$ cat src/pstp_pkg.sv
// Types and constants of the PSI section packetizer.
package pstp_pkg;

  localparam logic [7:0] SYNC_BYTE    = 8'h47;
  localparam logic [7:0] PUSI_FLAG    = 8'h40;
  localparam logic [7:0] PAYLOAD_ONLY = 8'h10;
  localparam logic [7:0] STUFF_BYTE   = 8'hff;
  localparam logic [7:0] POINTER_BYTE = 8'h00;
  localparam logic [7:0] TS_BYTES     = 8'd188;
  localparam int unsigned WORDS_PER_PACKET = 47;

  localparam int unsigned PID_W  = 13;
  localparam int unsigned CONT_W = 4;

  // register indexes
  localparam logic REG_PID  = 1'b0;
  localparam logic REG_CONT = 1'b1;

  typedef struct packed {
    logic [7:0] section_byte;
    logic       last_byte;
    logic [7:0] table_tag;
  } in_word_t;

  typedef struct packed {
    logic [31:0] packet_word;
    logic        packet_end;
    logic [7:0]  out_tag;
    logic        last_of_run;
  } out_word_t;

  typedef struct packed {
    logic              cont_load;
    logic [CONT_W-1:0] cont_value;
  } cfg_ctl_t;

endpackage

$ cat src/psi_section_ts_packetizer_unit.sv
// Top level of the PSI section to transport packet packetizer.
//
//  channel  dir  handshake              payload
//  -------  ---  ---------------------  ---------------------------------------
//  in       in   in_valid / in_ready    in_data: section_byte, last_byte, tag
//  out      out  out_valid / out_ready  out_data: packet_word, packet_end,
//                                                 out_tag, last_of_run
//  cfg      in   cfg_write (no wait)    cfg_index, cfg_data
//
//  The packer moves one packet byte per cycle while it is not stalled: a payload
//  byte in an open packet goes out as is, opening a packet adds 4 header bytes (5
//  with the pointer byte), and a section's last byte is followed by stuffing to
//  the packet end. A word leaves every fourth byte; the byte loop stalls when a
//  word is due and the output register still holds an untaken word, or while
//  idle with an empty queue. The input queue (QUEUE_DEPTH words) keeps accepting
//  while not full. Reset is synchronous: queue empty, no packet open, next byte
//  starts a section, continuity counter 0.
module psi_section_ts_packetizer_unit import pstp_pkg::*; #(
  parameter int unsigned QUEUE_DEPTH = 4
) (
  input  logic        clk,
  input  logic        rst,
  input  logic        in_valid,
  output logic        in_ready,
  input  in_word_t    in_data,
  output logic        out_valid,
  input  logic        out_ready,
  output out_word_t   out_data,
  input  logic        cfg_write,
  input  logic        cfg_index,
  input  logic [12:0] cfg_data
);

  logic [PID_W-1:0] pid;
  cfg_ctl_t         cfg_ctl;
  logic             head_valid;
  in_word_t         head;
  logic             pop;

  // pid is read only while a header is built
  always_ff @(posedge clk) begin
    if (rst) begin
      pid <= '0;
    end else if (cfg_write && (cfg_index == REG_PID)) begin
      pid <= cfg_data;
    end
  end

  // a REG_CONT write loads the running counter directly
  assign cfg_ctl.cont_load  = cfg_write && (cfg_index == REG_CONT);
  assign cfg_ctl.cont_value = cfg_data[CONT_W-1:0];

  pstp_queue #(
    .DEPTH (QUEUE_DEPTH)
  ) u_queue (
    .clk        (clk),
    .rst        (rst),
    .in_valid   (in_valid),
    .in_ready   (in_ready),
    .in_data    (in_data),
    .head_valid (head_valid),
    .head       (head),
    .pop        (pop)
  );

  pstp_packer u_packer (
    .clk        (clk),
    .rst        (rst),
    .head_valid (head_valid),
    .head       (head),
    .pop        (pop),
    .pid        (pid),
    .cfg_ctl    (cfg_ctl),
    .out_valid  (out_valid),
    .out_ready  (out_ready),
    .out_data   (out_data)
  );

endmodule

$ cat src/pstp_queue.sv
// Input queue: accepts section words and holds them for the packer.
module pstp_queue import pstp_pkg::*; #(
  parameter int unsigned DEPTH = 4
) (
  input  logic     clk,
  input  logic     rst,
  input  logic     in_valid,
  output logic     in_ready,
  input  in_word_t in_data,
  output logic     head_valid,
  output in_word_t head,
  input  logic     pop
);

  localparam int unsigned PTR_W = (DEPTH > 1) ? $clog2(DEPTH) : 1;
  localparam int unsigned CNT_W = $clog2(DEPTH + 1);
  localparam logic [PTR_W-1:0] LAST_PTR = PTR_W'(DEPTH - 1);
  localparam logic [CNT_W-1:0] FULL_CNT = CNT_W'(DEPTH);

  in_word_t         slots [DEPTH];
  logic [PTR_W-1:0] wr_ptr;
  logic [PTR_W-1:0] rd_ptr;
  logic [CNT_W-1:0] count;
  logic             push;
  logic             do_pop;

  assign in_ready   = (count != FULL_CNT);
  assign head_valid = (count != '0);
  assign head       = slots[rd_ptr];
  assign push       = in_valid && in_ready;
  assign do_pop     = pop && head_valid;

  always_ff @(posedge clk) begin
    if (push) begin
      slots[wr_ptr] <= in_data;
    end
  end

  always_ff @(posedge clk) begin
    if (rst) begin
      wr_ptr <= '0;
      rd_ptr <= '0;
      count  <= '0;
    end else begin
      if (push) begin
        wr_ptr <= (wr_ptr == LAST_PTR) ? '0 : wr_ptr + 1'b1;
      end
      if (do_pop) begin
        rd_ptr <= (rd_ptr == LAST_PTR) ? '0 : rd_ptr + 1'b1;
      end
      if (push && !do_pop) begin
        count <= count + 1'b1;
      end else if (!push && do_pop) begin
        count <= count - 1'b1;
      end
    end
  end

endmodule

$ cat src/pstp_packer.sv
// Packet builder: header, pointer, payload and stuffing, one byte a cycle unless stalled.
module pstp_packer import pstp_pkg::*; (
  input  logic             clk,
  input  logic             rst,
  input  logic             head_valid,
  input  in_word_t         head,
  output logic             pop,
  input  logic [PID_W-1:0] pid,
  input  cfg_ctl_t         cfg_ctl,
  output logic             out_valid,
  input  logic             out_ready,
  output out_word_t        out_data
);

  localparam logic [2:0] ST_START = 3'd0;
  localparam logic [2:0] ST_H1    = 3'd1;
  localparam logic [2:0] ST_H2    = 3'd2;
  localparam logic [2:0] ST_H3    = 3'd3;
  localparam logic [2:0] ST_PTR   = 3'd4;
  localparam logic [2:0] ST_DATA  = 3'd5;
  localparam logic [2:0] ST_STUFF = 3'd6;

  logic [2:0]        state;
  logic [2:0]        state_next;
  logic [7:0]        pos;
  logic [23:0]       partial;
  logic [CONT_W-1:0] cont;
  logic              sstart;
  logic              popen;

  logic [7:0]  cur_byte;
  logic        is_data;
  logic        is_stuff;
  logic        active;
  logic        go;
  logic [7:0]  pos_inc;
  logic        word_done;
  logic        pkt_end;
  logic        item_done;
  logic [31:0] word;

  assign pos_inc   = pos + 8'd1;
  assign word_done = (pos_inc[1:0] == 2'b00);
  assign pkt_end   = (pos_inc == TS_BYTES);
  assign word      = {partial, cur_byte};
  assign active    = (state != ST_START) || head_valid;
  assign go        = active && (!word_done || !out_valid || out_ready);
  assign is_data   = ((state == ST_START) && popen) || (state == ST_DATA);
  assign is_stuff  = (state == ST_STUFF);

  always_comb begin
    cur_byte   = STUFF_BYTE;
    state_next = state;
    item_done  = 1'b0;
    unique case (state)
      ST_START: begin
        cur_byte = popen ? head.section_byte : SYNC_BYTE;
        if (!popen) begin
          state_next = ST_H1;
        end
      end
      ST_H1: begin
        cur_byte   = (sstart ? PUSI_FLAG : 8'h00) | {3'b000, pid[12:8]};
        state_next = ST_H2;
      end
      ST_H2: begin
        cur_byte   = pid[7:0];
        state_next = ST_H3;
      end
      ST_H3: begin
        cur_byte   = PAYLOAD_ONLY | {4'h0, cont};
        state_next = sstart ? ST_PTR : ST_DATA;
      end
      ST_PTR: begin
        cur_byte   = POINTER_BYTE;
        state_next = ST_DATA;
      end
      ST_DATA: begin
        cur_byte = head.section_byte;
      end
      ST_STUFF: begin
        cur_byte = STUFF_BYTE;
        if (pkt_end) begin
          state_next = ST_START;
          item_done  = 1'b1;
        end
      end
      default: begin
        state_next = ST_START;
      end
    endcase
    // data byte: go stuffing on a last byte that leaves the packet open
    if (is_data) begin
      if (head.last_byte && !pkt_end) begin
        state_next = ST_STUFF;
      end else begin
        state_next = ST_START;
        item_done  = 1'b1;
      end
    end
  end

  assign pop = go && item_done;

  always_ff @(posedge clk) begin
    if (rst) begin
      state   <= ST_START;
      pos     <= '0;
      partial <= '0;
      cont    <= '0;
      sstart  <= 1'b1;
      popen   <= 1'b0;
    end else begin
      if (go) begin
        state   <= state_next;
        partial <= word_done ? 24'h0 : word[23:0];
        if (pkt_end) begin
          pos   <= '0;
          popen <= 1'b0;
          cont  <= cont + 1'b1;
        end else begin
          pos <= pos_inc;
        end
        if ((state == ST_START) && !popen) begin
          popen <= 1'b1;
        end
        if (is_data) begin
          sstart <= head.last_byte;
        end
      end
      if (cfg_ctl.cont_load) begin
        cont <= cfg_ctl.cont_value;
      end
    end
  end

  always_ff @(posedge clk) begin
    if (rst) begin
      out_valid <= 1'b0;
    end else if (go && word_done) begin
      out_valid <= 1'b1;
    end else if (out_ready) begin
      out_valid <= 1'b0;
    end
  end

  // header word closes the run when the data byte after it completes no word
  always_ff @(posedge clk) begin
    if (go && word_done) begin
      out_data.packet_word <= word;
      out_data.packet_end  <= pkt_end;
      out_data.out_tag     <= head.table_tag;
      out_data.last_of_run <= (is_data && (!head.last_byte || pkt_end)) ||
                              (is_stuff && pkt_end) ||
                              ((state == ST_H3) && !head.last_byte);
    end
  end

endmodule

$ cat config.mk
export PLATFORM = sky130hd
export DESIGN_NAME = psi_section_ts_packetizer_unit
export DESIGN_NICKNAME = d
export VERILOG_FILES = /design/src/pstp_pkg.sv /design/src/psi_section_ts_packetizer_unit.sv /design/src/pstp_queue.sv /design/src/pstp_packer.sv
export SDC_FILE = /design/constraint.sdc
export NUM_CORES = 1
export LEC_CHECK = 0
export ABC_CLOCK_PERIOD_IN_PS = 3400
export BUFFER_PORTS_ARGS = -buffer_cell sky130_fd_sc_hd__buf_4
export CELL_PAD_IN_SITES_DETAIL_PLACEMENT = 1
export CELL_PAD_IN_SITES_GLOBAL_PLACEMENT = 1
export CORE_MARGIN = 3
export CORE_UTILIZATION = 49
export CTS_BUF_LIST = sky130_fd_sc_hd__clkbuf_8
export CTS_CLUSTER_DIAMETER = 50
export DETAILED_ROUTE_END_ITERATION = 12
export PLACE_DENSITY = 0.85
export SLEW_MARGIN = 10
export SYNTH_ARGS = -nofsm -noshare
export SYNTH_HDL_FRONTEND = slang
export SYNTH_SLANG_ARGS = --single-unit
$ cat constraint.sdc
create_clock -name clk -period 3.4 [get_ports clk]
set_input_delay 0.68 -clock clk [delete_from_list [all_inputs] [get_ports clk]]
set_output_delay 0.68 -clock clk [all_outputs]
set_load 0.03 [all_outputs]
Yosys cells after proc, flatten, opt, wreduce, memory -nomap -nowiden

Memories as Yosys holds them, arrays and structs flattened. A register that Yosys moved wholly into a read port is not among the register bits.
Cells that the tools add are included.

Add/subtract/negate cells: 6
Equality and inequality tests: 13
Muxes and demuxes: 30
Bitwise operators: 2
Reduce and logical (&&, ||, !) cells: 42

Operators by type and width:

| operator                                       | number |
|---|---|
| one-hot mux 8 bit (6 select lines)             | 1 |
| two-way mux 24 bit                             | 1 |
| one-hot mux 3 bit (7 select lines)             | 1 |
| two-way mux 3 bit                              | 6 |
| two-way mux 8 bit                              | 2 |
| logical AND 1 bit                              | 15 |
| two-way mux 4 bit                              | 3 |
| two-way mux 1 bit                              | 11 |
| nonzero test 2 bit                             | 5 |
| == test 3 bit (second input constant)          | 3 |
| adder 8 x 1 -> 8 bit (second input constant)   | 1 |
| == test 8 bit (second input constant)          | 1 |
| two-way mux 2 bit                              | 4 |
| OR 8 x 5 -> 8 bit                              | 1 |
| logical NOT 1 bit                              | 7 |
| logical OR 1 bit                               | 7 |
| two-way mux 7 bit                              | 1 |
| == test 3 x 2 -> 1 bit (second input constant) | 2 |
| != test 3 bit (second input constant)          | 2 |
| AND reduction 2 bit                            | 3 |
| nonzero test 3 bit                             | 2 |
| adder 2 x 1 -> 2 bit (second input constant)   | 2 |
| adder 4 x 1 -> 4 bit (second input constant)   | 1 |
| == test 2 bit (second input constant)          | 2 |
| 9 further kinds                                | 9 |

Register bits: 104
RAM bits: 68
Input port bits: 36
Output and inout bits: 44
Logic and storage cells: 109
Memories: 1

Memories:

| memory        | words | width | read ports | clocked after memory_dff | wr ports | line             | RTL |
|---|---|---|---|---|---|---|---|
| u_queue.slots | 4     | 17    | 1          | 1                        | 1        | pstp_queue.sv:20 | `in_word_t slots [DEPTH];` |

Depth between registers and ports, before layout

Gate-level depths: netlist of the first run.

Depth after elaboration: 11
Gate-level depth with buffers: 11
Depth with buffers taken out: 10

Hierarchy

A second synthesis of the first run with hierarchy kept.

Cell total of the unflattened synthesis: 501
Area, all modules: 6985.4 um^2

By module, submodules not included:

| module                         | times used | cells each | area an instance (um^2) |
|---|---|---|---|
| pstp_packer                    | 1          | 305        | 3455.8 |
| pstp_queue                     | 1          | 137        | 2930.3 |
| psi_section_ts_packetizer_unit | 1          | 59         | 599.3 |

Worst setup path after synthesis of the first run

OpenSTA, ideal clock, no wires.

Path type: input to register
Start point: in out_ready
End point: reg u_queue.count[2]
Setup time: 0.070 ns
Arrival: 2.510 ns
Data required time: 3.330 ns
Slack: 0.819 ns
Stages: 9
Cells stage by stage: and3b_1 > nor2_1 > a32oi_2 > ha_1 > inv_1 > fa_1 > xor2_1 > or3_1 > a21oi_1

Longest elaborated chain between the ends: 7
Elaborated cells between the ends (all ways): 9

Ends and longest elaborated chain:

| what                                                    | line                                 | RTL |
|---|---|---|
| start: declaration                                      | psi_section_ts_packetizer_unit.sv:27 | `input logic out_ready,` |
| logical OR 1 bit (*)                                    | pstp_packer.sv:47                    | `assign go = active && (!word_done \|\| !out_valid \|\| out_ready);` |
| logical AND 1 bit (*)                                   | pstp_packer.sv:47                    |  |
| logical AND 1 bit (*)                                   | pstp_packer.sv:103                   | `assign pop = go && item_done;` |
| logical AND 1 bit (*)                                   | pstp_queue.sv:31                     | `assign do_pop = pop && head_valid;` |
| logical NOT 1 bit                                       | pstp_queue.sv:51                     | `if (push && !do_pop) begin` |
| logical AND 1 bit                                       | pstp_queue.sv:51                     |  |
| two-way mux 3 bit or nonzero test 2 bit (tied branches) | n/a                                  |  |
| end signal: assignment                                  | pstp_queue.sv:52                     | `count <= count + 1'b1;` |
| end signal: assignment                                  | pstp_queue.sv:54                     | `count <= count - 1'b1;` |
| end: declaration                                        | pstp_queue.sv:23                     | `logic [CNT_W-1:0] count;` |

Every way passes the cells marked *; elsewhere a longest branch is shown, timed or not.
A chain may end at the register's enable or synchronous reset.

Worst setup path in the final report of the first run

Start point: reg u_packer.state[1]
End point: reg u_queue.count[2]

Longest elaborated chain between the ends: 9
Elaborated cells between the ends (all ways): 18

Ends and longest elaborated chain:

| what                                                    | line                                 | RTL |
|---|---|---|
| start: declaration                                      | pstp_packer.sv:23                    | `logic [2:0] state;` |
| start signal: assignment                                | pstp_packer.sv:115                   | `state <= state_next;` |
| == test 3 bit or logical NOT 3 bit (tied branches)      | pstp_packer.sv:55, pstp_packer.sv:48 |  |
| two-way mux 1 bit or logical AND 1 bit (tied branches)  | pstp_packer.sv:55, pstp_packer.sv:48 |  |
| two-way mux 1 bit or logical OR 1 bit (tied branches)   | pstp_packer.sv:94, pstp_packer.sv:48 |  |
| two-way mux 1 bit                                       | pstp_packer.sv:93                    | `if (is_data) begin` |
| logical AND 1 bit (*)                                   | pstp_packer.sv:103                   |  |
| logical AND 1 bit (*)                                   | pstp_queue.sv:31                     |  |
| logical NOT 1 bit                                       | pstp_queue.sv:51                     |  |
| logical AND 1 bit                                       | pstp_queue.sv:51                     |  |
| two-way mux 3 bit or nonzero test 2 bit (tied branches) | n/a                                  |  |

Marks and branches as above.

==> impl_metrics.ini, run 1 <==
[clock_network]
numCtsBuffers = 17
cts_hold_buf = 0
cts.sinks = 174
clock_insertion_delay_worst_skew_ns = 0.45
post_cts.repair.setup_buffers = 0
htree_depth = 4
cts_root_buffer = sky130_fd_sc_hd__clkbuf_8
cts_tree = yes
clock_tree.buffer_depth = 2
worst_setup_hold_path_clk_slew_ns = 0.09
cts_resized = 0

[cells_and_area]
fill_cells = 1353
final-instance-count-excl-fill = 776
post_layout_net_count = 632
post-route-util_pct = 59.5
area_of_combinational_cells_with_multiple_inputs_um2 = 2000
antenna-diode-count = 0
flow.area_growth_from_synthesis_pct = 17.6
layout-drive-gt1-share_pct = 24.0
ff_latch_area_um2 = 4580

[grt]
grt_antenna_before_repair = 0
grt_usage_pct = 20.9
grt_pass1_wl_mm = 23.8
grt_max_degree = 51
vias_in_the_first_global_route = 4493
overflow = 0

[die]
dieWidth_um = 123
die_height_um = 123
die_outline_area_um2 = 15200
floorplan.rows = 42
start_util_pct = 50.6
floorplan.io_pins = 80
core_um2 = 13300

[worst_setup_path]
startpoint_type = register
criticalPathCategory = reg2reg
cp-end-kind = register
cp.required_ns = 3.78
worstPathArrival_ns = 3.34
critPathMaxFanout = 17

[status]
outcome = complete, no violations

[yosys]
synth_xor_xnor_area_share_pct = 0.778
synth_compound_area_share_pct = 9.80
netlist_top_cells_area = sky130_fd_sc_hd__edfxtp_1 (49%), sky130_fd_sc_hd__dfxtp_1 (19%), sky130_fd_sc_hd__mux4_2 (4.0%)
synth.cells.most_frequent = sky130_fd_sc_hd__edfxtp_1 (110), sky130_fd_sc_hd__dfxtp_1 (64), sky130_fd_sc_hd__nand2_1 (55)
postSynth.asyncResetShare_pct = 0
synth_enable_flop_cells = 110
post_synth_inst_count = 507
yosysTopAreaCellShare_pct = 48.9
ys_seq_elements = 174
synth-simple-area-share_pct = 10.2
synth_top_flop_cell = sky130_fd_sc_hd__edfxtp_1
ys_warn_count = 0
synth_sequential_area_ratio_pct = 67.9
post-synth-top-area-cell = sky130_fd_sc_hd__edfxtp_1
synth_cell_types = 49
syn_area_um2 = 6760
syn_avg_cell_area_um2 = 13.3
yosys-mux-area-fraction_pct = 6.96
post_syn_nets = 552
yosysMostFrequentCell = sky130_fd_sc_hd__edfxtp_1
combinational_family_with_the_most_area_after_synthesis = simple AND/OR/NAND/NOR gates
share_of_synthesized_cell_area_in_full_adder_half_adder_and_majority_cells_pct = 1.78

[drt]
detail-route-antenna-nets = 0
overall_via_count_from_detail_route = 4302
viasPerCell = 5.54
wl_per_cell_um = 19.6
drcViolationCount = 0
wirelength_mm = 15.2
drt_iter0_drc = 296
drt-pass1-iter-count = 5

[sta]
grt_setup_unrepaired = false
period_minus_slack_ns = 2.97
setup_tns_ns = 0
worst_slew_margin_rel_pct = 33.0
timing.final.setup_violations = 0
post-route-period-util_pct = 87.3
worst_clock_skew_ns = 0.0125
final-max-slew-violation-count = 0
max_frequency_ghz = 0.337
worst_slew_pin_slew_ns = 1.01
final_hold_viol_count = 0

[power_and_ir_drop]
p_int_w = 0.00391
p_leak_nw = 2.89
netSwitchingPower_w = 0.00188
power_per_cell_area_nw_per_um2 = 730
irDropWorstVdd_uv = 338
power_switching_share_pct = 32.5
power.share.sequential_pct = 48.0
combPwrFrac_pct = 25.6
clock_power_share_pct = 26.4

[place]
io_buffer_count = 79
detailed_place_hpwl_mm = 10.6
place_congestion = 0.876
place_inst = 744

[job]
cap_viol_max_count = 0

[worst_hold_path]
hold_class = in2reg
routing by layer:
layer | GRT usage [%] | share of wire (%)
met1 | 25.5 | 42
met2 | 36.2 | 52
met3 | 5.12 | 4.4
met4 | 7.13 | 1.3
met5 | 0 | 0
power groups by stage:
stage | logic (W) | clock network, W | registers, W
CTS | 0.00150 | 0.00156 | 0.00278
floorplan | 0.000961 | 0 | 0.00283
finish | 0.00149 | 0.00153 | 0.00278
global route | 0.00163 | 0.00166 | 0.00281
global placement | 0.00140 | 0 | 0.00279
detailed placement | 0.00148 | 0 | 0.00283
registers in the layout (all words and copies together), names as in the netlist, named ones only:
signal and cells:
u_queue.count 3, u_packer.out_valid 1, u_packer.cont 4, u_packer.partial 24
u_packer.sstart 1, u_queue.slots 68, u_packer.pos 8, u_queue.wr_ptr 2
u_packer.out_data 42, u_packer.state 3, pid 13, u_packer.popen 1
u_queue.rd_ptr 2
path summary, 6_finish.rpt:
check,slack [ns],endpoint,startpoint,depth (start not counted)
max reg2reg,0.43,u_queue.count[2],u_packer.state[1],9
min,0.43,u_queue.slots[1][3],in_data[3],1
min reg2reg,0.45,u_packer.out_data[39],u_packer.partial[21],0
max,0.43,u_queue.count[2],u_packer.state[1],9
critical path: stages, from the launching register on:
cell and delay, ns:
sky130_fd_sc_hd__dfxtp_1 0.65, sky130_fd_sc_hd__and3b_1 0.25, sky130_fd_sc_hd__or2_1 0.30, sky130_fd_sc_hd__a32oi_2 0.35, sky130_fd_sc_hd__ha_1 0.25, sky130_fd_sc_hd__inv_1 0.06
sky130_fd_sc_hd__fa_1 0.37, sky130_fd_sc_hd__xor2_1 0.16, sky130_fd_sc_hd__or3_1 0.32, sky130_fd_sc_hd__a21oi_1 0.19
layout make-up:
type | instances | area share [%]
clock buffer | 20 | 3.47
clock inverter | 12 | 1.97
inverter | 9 | 0.425
multi-input combinational | 295 | 25.1
sequential | 174 | 57.7
tap | 176 | 2.77
timing repair buffer | 90 | 8.51
logic make-up after synthesis:
kind of cell,after synthesis
AOI/OAI and AO/OA,104
adders and majority gates,9
and+or+nand+nor,148
muxes,28
buffers and inverters,38
DFF,174
xor gates and xnor gates,6
stage by stage:
stage	hold slack [ns]	power, W	worst slack, ns	area, um^2
floorplan	0.409	0.00380	0.819	6760
CTS	0.385	0.00584	0.434	7940
detailed placement	0.431	0.00431	0.394	7510
finish	0.426	0.00580	0.432	7940
global placement	0.418	0.00419	0.566	7510
global route	0.380	0.00611	0.276	7940
cells in the final DEF, fill, tap and decap left out, types with 4 or more instances in the layout:
cell type                  count
sky130_fd_sc_hd__nor2_1       40
sky130_fd_sc_hd__a32o_1        5
sky130_fd_sc_hd__mux2i_1       8
sky130_fd_sc_hd__clkbuf_8     20
sky130_fd_sc_hd__nand3_1      13
sky130_fd_sc_hd__edfxtp_1    110
sky130_fd_sc_hd__mux2_2        6
sky130_fd_sc_hd__buf_4        90
sky130_fd_sc_hd__ha_1          8
sky130_fd_sc_hd__nor2b_1       8
sky130_fd_sc_hd__o21ai_0      24
sky130_fd_sc_hd__a21oi_1      37
sky130_fd_sc_hd__mux4_2       12
sky130_fd_sc_hd__inv_1         9
sky130_fd_sc_hd__and3_1        8
sky130_fd_sc_hd__a31oi_1       4
sky130_fd_sc_hd__a22oi_1      16
sky130_fd_sc_hd__nand2_1      55
sky130_fd_sc_hd__or3_1         6
sky130_fd_sc_hd__dfxtp_1      64
Note: power is estimated with default switching activity, not from simulation.
==> run 2: changes to the inputs <==
--- a/config.mk
+++ b/config.mk
@@ -15,6 +15,7 @@
 export CTS_CLUSTER_DIAMETER = 50
 export DETAILED_ROUTE_END_ITERATION = 12
 export PLACE_DENSITY = 0.85
+export RECOVER_POWER = 100
 export SLEW_MARGIN = 10
 export SYNTH_ARGS = -nofsm -noshare
 export SYNTH_HDL_FRONTEND = slang
==> run 2 against run 1 <==
Net effect: worst hold slack improved by 0.027 ns; cell count unchanged; sequential share of layout area grew 1.9 points; flip-flop and latch count unchanged; maximum frequency down 1.2%; clock skew barely moved; utilization is 1.9 points lower; non-clock buffer count is the same; routed wire length grew 0.35%; sequential power hardly changed.
==> impl_metrics.ini, run 2 (same netlist as run 1, synthesis figures left out) <==
[status]
outcome = complete, no violations

[worst_hold_path]
hold_depth = 0
hold_class = reg2reg
hold_start = u_packer.partial[21]
worst_hold_path.endpoint = u_packer.out_data[39]

[clock_network]
clock_insertion_delay_worst_skew_ns = 0.46
clock_tree.buffer_depth = 2
htree_depth = 4
cts_hold_buf = 0
post_cts.repair.setup_buffers = 0
worst_setup_hold_path_clk_slew_ns = 0.09
cts_root_buffer = sky130_fd_sc_hd__clkbuf_8
cts_tree = yes
cts.sinks = 174
numCtsBuffers = 17
cts_resized = 0

[drt]
drcViolationCount = 0
wl_per_cell_um = 19.7
viasPerCell = 5.56
wirelength_mm = 15.3
drt-pass1-iter-count = 4
overall_via_count_from_detail_route = 4311
detail-route-antenna-nets = 0
drt_iter0_drc = 258

[sta]
final_hold_viol_count = 0
worst_slew_margin_rel_pct = 4.38
post-route-period-util_pct = 88.4
setup_tns_ns = 0
final-max-slew-violation-count = 0
timing.final.setup_violations = 0
worst_slew_pin_slew_ns = 1.43
worst_clock_skew_ns = 0.0127
grt_setup_unrepaired = false
fin_hold_ws_ns = 0.453
period_minus_slack_ns = 3.00
max_frequency_ghz = 0.333

[worst_setup_path]
timing.critical_path.cells = and3b_1 > or2_0 > a32oi_2 > ha_1 > inv_1 > fa_1 > xor2_1 > or3_1 > a21oi_1
rr_startpoint = u_packer.state[1]
worstPathArrival_ns = 3.39
cp_slowest_cell = sky130_fd_sc_hd__dfxtp_1
cp-end-kind = register
cp.required_ns = 3.78
startpoint_type = register
worst_reg2reg_endpoint = u_queue.count[2]
critPathMaxFanout = 17
reg_to_reg_slack_setup_ns = 0.40
criticalPathCategory = reg2reg
slowest_delay_ns = 0.64
worst-r2r-cell-count = 9

[die]
dieWidth_um = 123
start_util_pct = 50.6
floorplan.rows = 42
die_outline_area_um2 = 15200
core_um2 = 13300
floorplan.io_pins = 80
die_height_um = 123

[job]
cap_viol_max_count = 0

[place]
place_congestion = 0.876
io_buffer_count = 79
detailed_place.area_um2 = 7510
detailed_place_hpwl_mm = 10.6

[grt]
grt_pass1_wl_mm = 23.8
grt_antenna_before_repair = 0
overflow = 0
grt_usage_pct = 20.9
vias_in_the_first_global_route = 4493
grt_max_degree = 51

[cells_and_area]
top_register = u_queue.slots
mostFrequentLayoutCell = sky130_fd_sc_hd__edfxtp_1
layout.cells.most_common_list = sky130_fd_sc_hd__edfxtp_1 (110), sky130_fd_sc_hd__clkbuf_1 (65), sky130_fd_sc_hd__dfxtp_1 (64)
flow.area_growth_from_synthesis_pct = 13.8
antenna-diode-count = 0
finalInstanceArea_um2 = 7690
post_layout_net_count = 632
post-route-util_pct = 57.6
layout-drive-gt1-share_pct = 13.0
largest_register_ffs = 68
reg.largest.list = u_queue.slots: 68 flops, u_packer.out_data: 42 flops, u_packer.partial: 24 flops

[power_and_ir_drop]
power_per_cell_area_nw_per_um2 = 745
irDropWorstVdd_uv = 340
p_leak_nw = 2.65
design_power_total_w = 0.00573
==> run 2: cell count changes in the layout (fill, tap and decap cells not counted), sizes merged <==
cell,change
buf,-67
clkbuf,+67
==> run 2: how the worst max path moves through the flow <==
stage	start	end	slack, ns	cells past startpoint
floorplan	out_ready	u_queue.count[2]	0.82	9
global placement	out_ready	u_queue.count[2]	0.57	10
detailed placement	out_ready	u_queue.count[2]	0.39	10
CTS	u_packer.state[1]	u_queue.count[2]	0.43	9
global route	u_packer.state[1]	u_queue.count[2]	0.23	9
finish	u_packer.state[1]	u_queue.count[2]	0.40	9
==> run 2: layout make-up <==
type                            instances  area (um^2)
Clock inverter                         12          156
Multi-Input combinational cell        295         1990
Tap cell                              176          220
Fill cell                            1380         5660
Clock buffer                           20          275
Sequential cell                       174         4580
Timing Repair Buffer                   90          427
Inverter                                9         33.8
==> run 2: per-stage QoR <==
stage | instances | setup WS [ns]
CTS | 776 | 0.434
global placement | 744 | 0.566
detailed placement | 744 | 0.394
floorplan | 507 | 0.819
finish | 776 | 0.396
global route | 776 | 0.229
==> run 2: power by group <==
group          internal (W)  switching (W)
clock network      0.000794       0.000739
logic              0.000463       0.000952
registers           0.00258       0.000196
==> run 2: worst max-delay path, delay by kind of cell, from the launching register on <==
family	cells	cell delay [ns]
XOR/XNOR	1	0.16
buffers and inverters	1	0.06
adder cells (fa/ha/maj)	2	0.62
flip-flops	1	0.64
AND/OR/NAND/NOR	3	0.89
AO/OA/AOI/OAI	2	0.56
==> run 2: per-layer routing <==
layer	part of all wire, %	vias up	track usage [%]
li1	-	2035	-
met1	43	2155	25.5
met2	52	104	36.2
met5	0	-	0
met3	4.3	17	5.12
met4	1.3	0	7.13
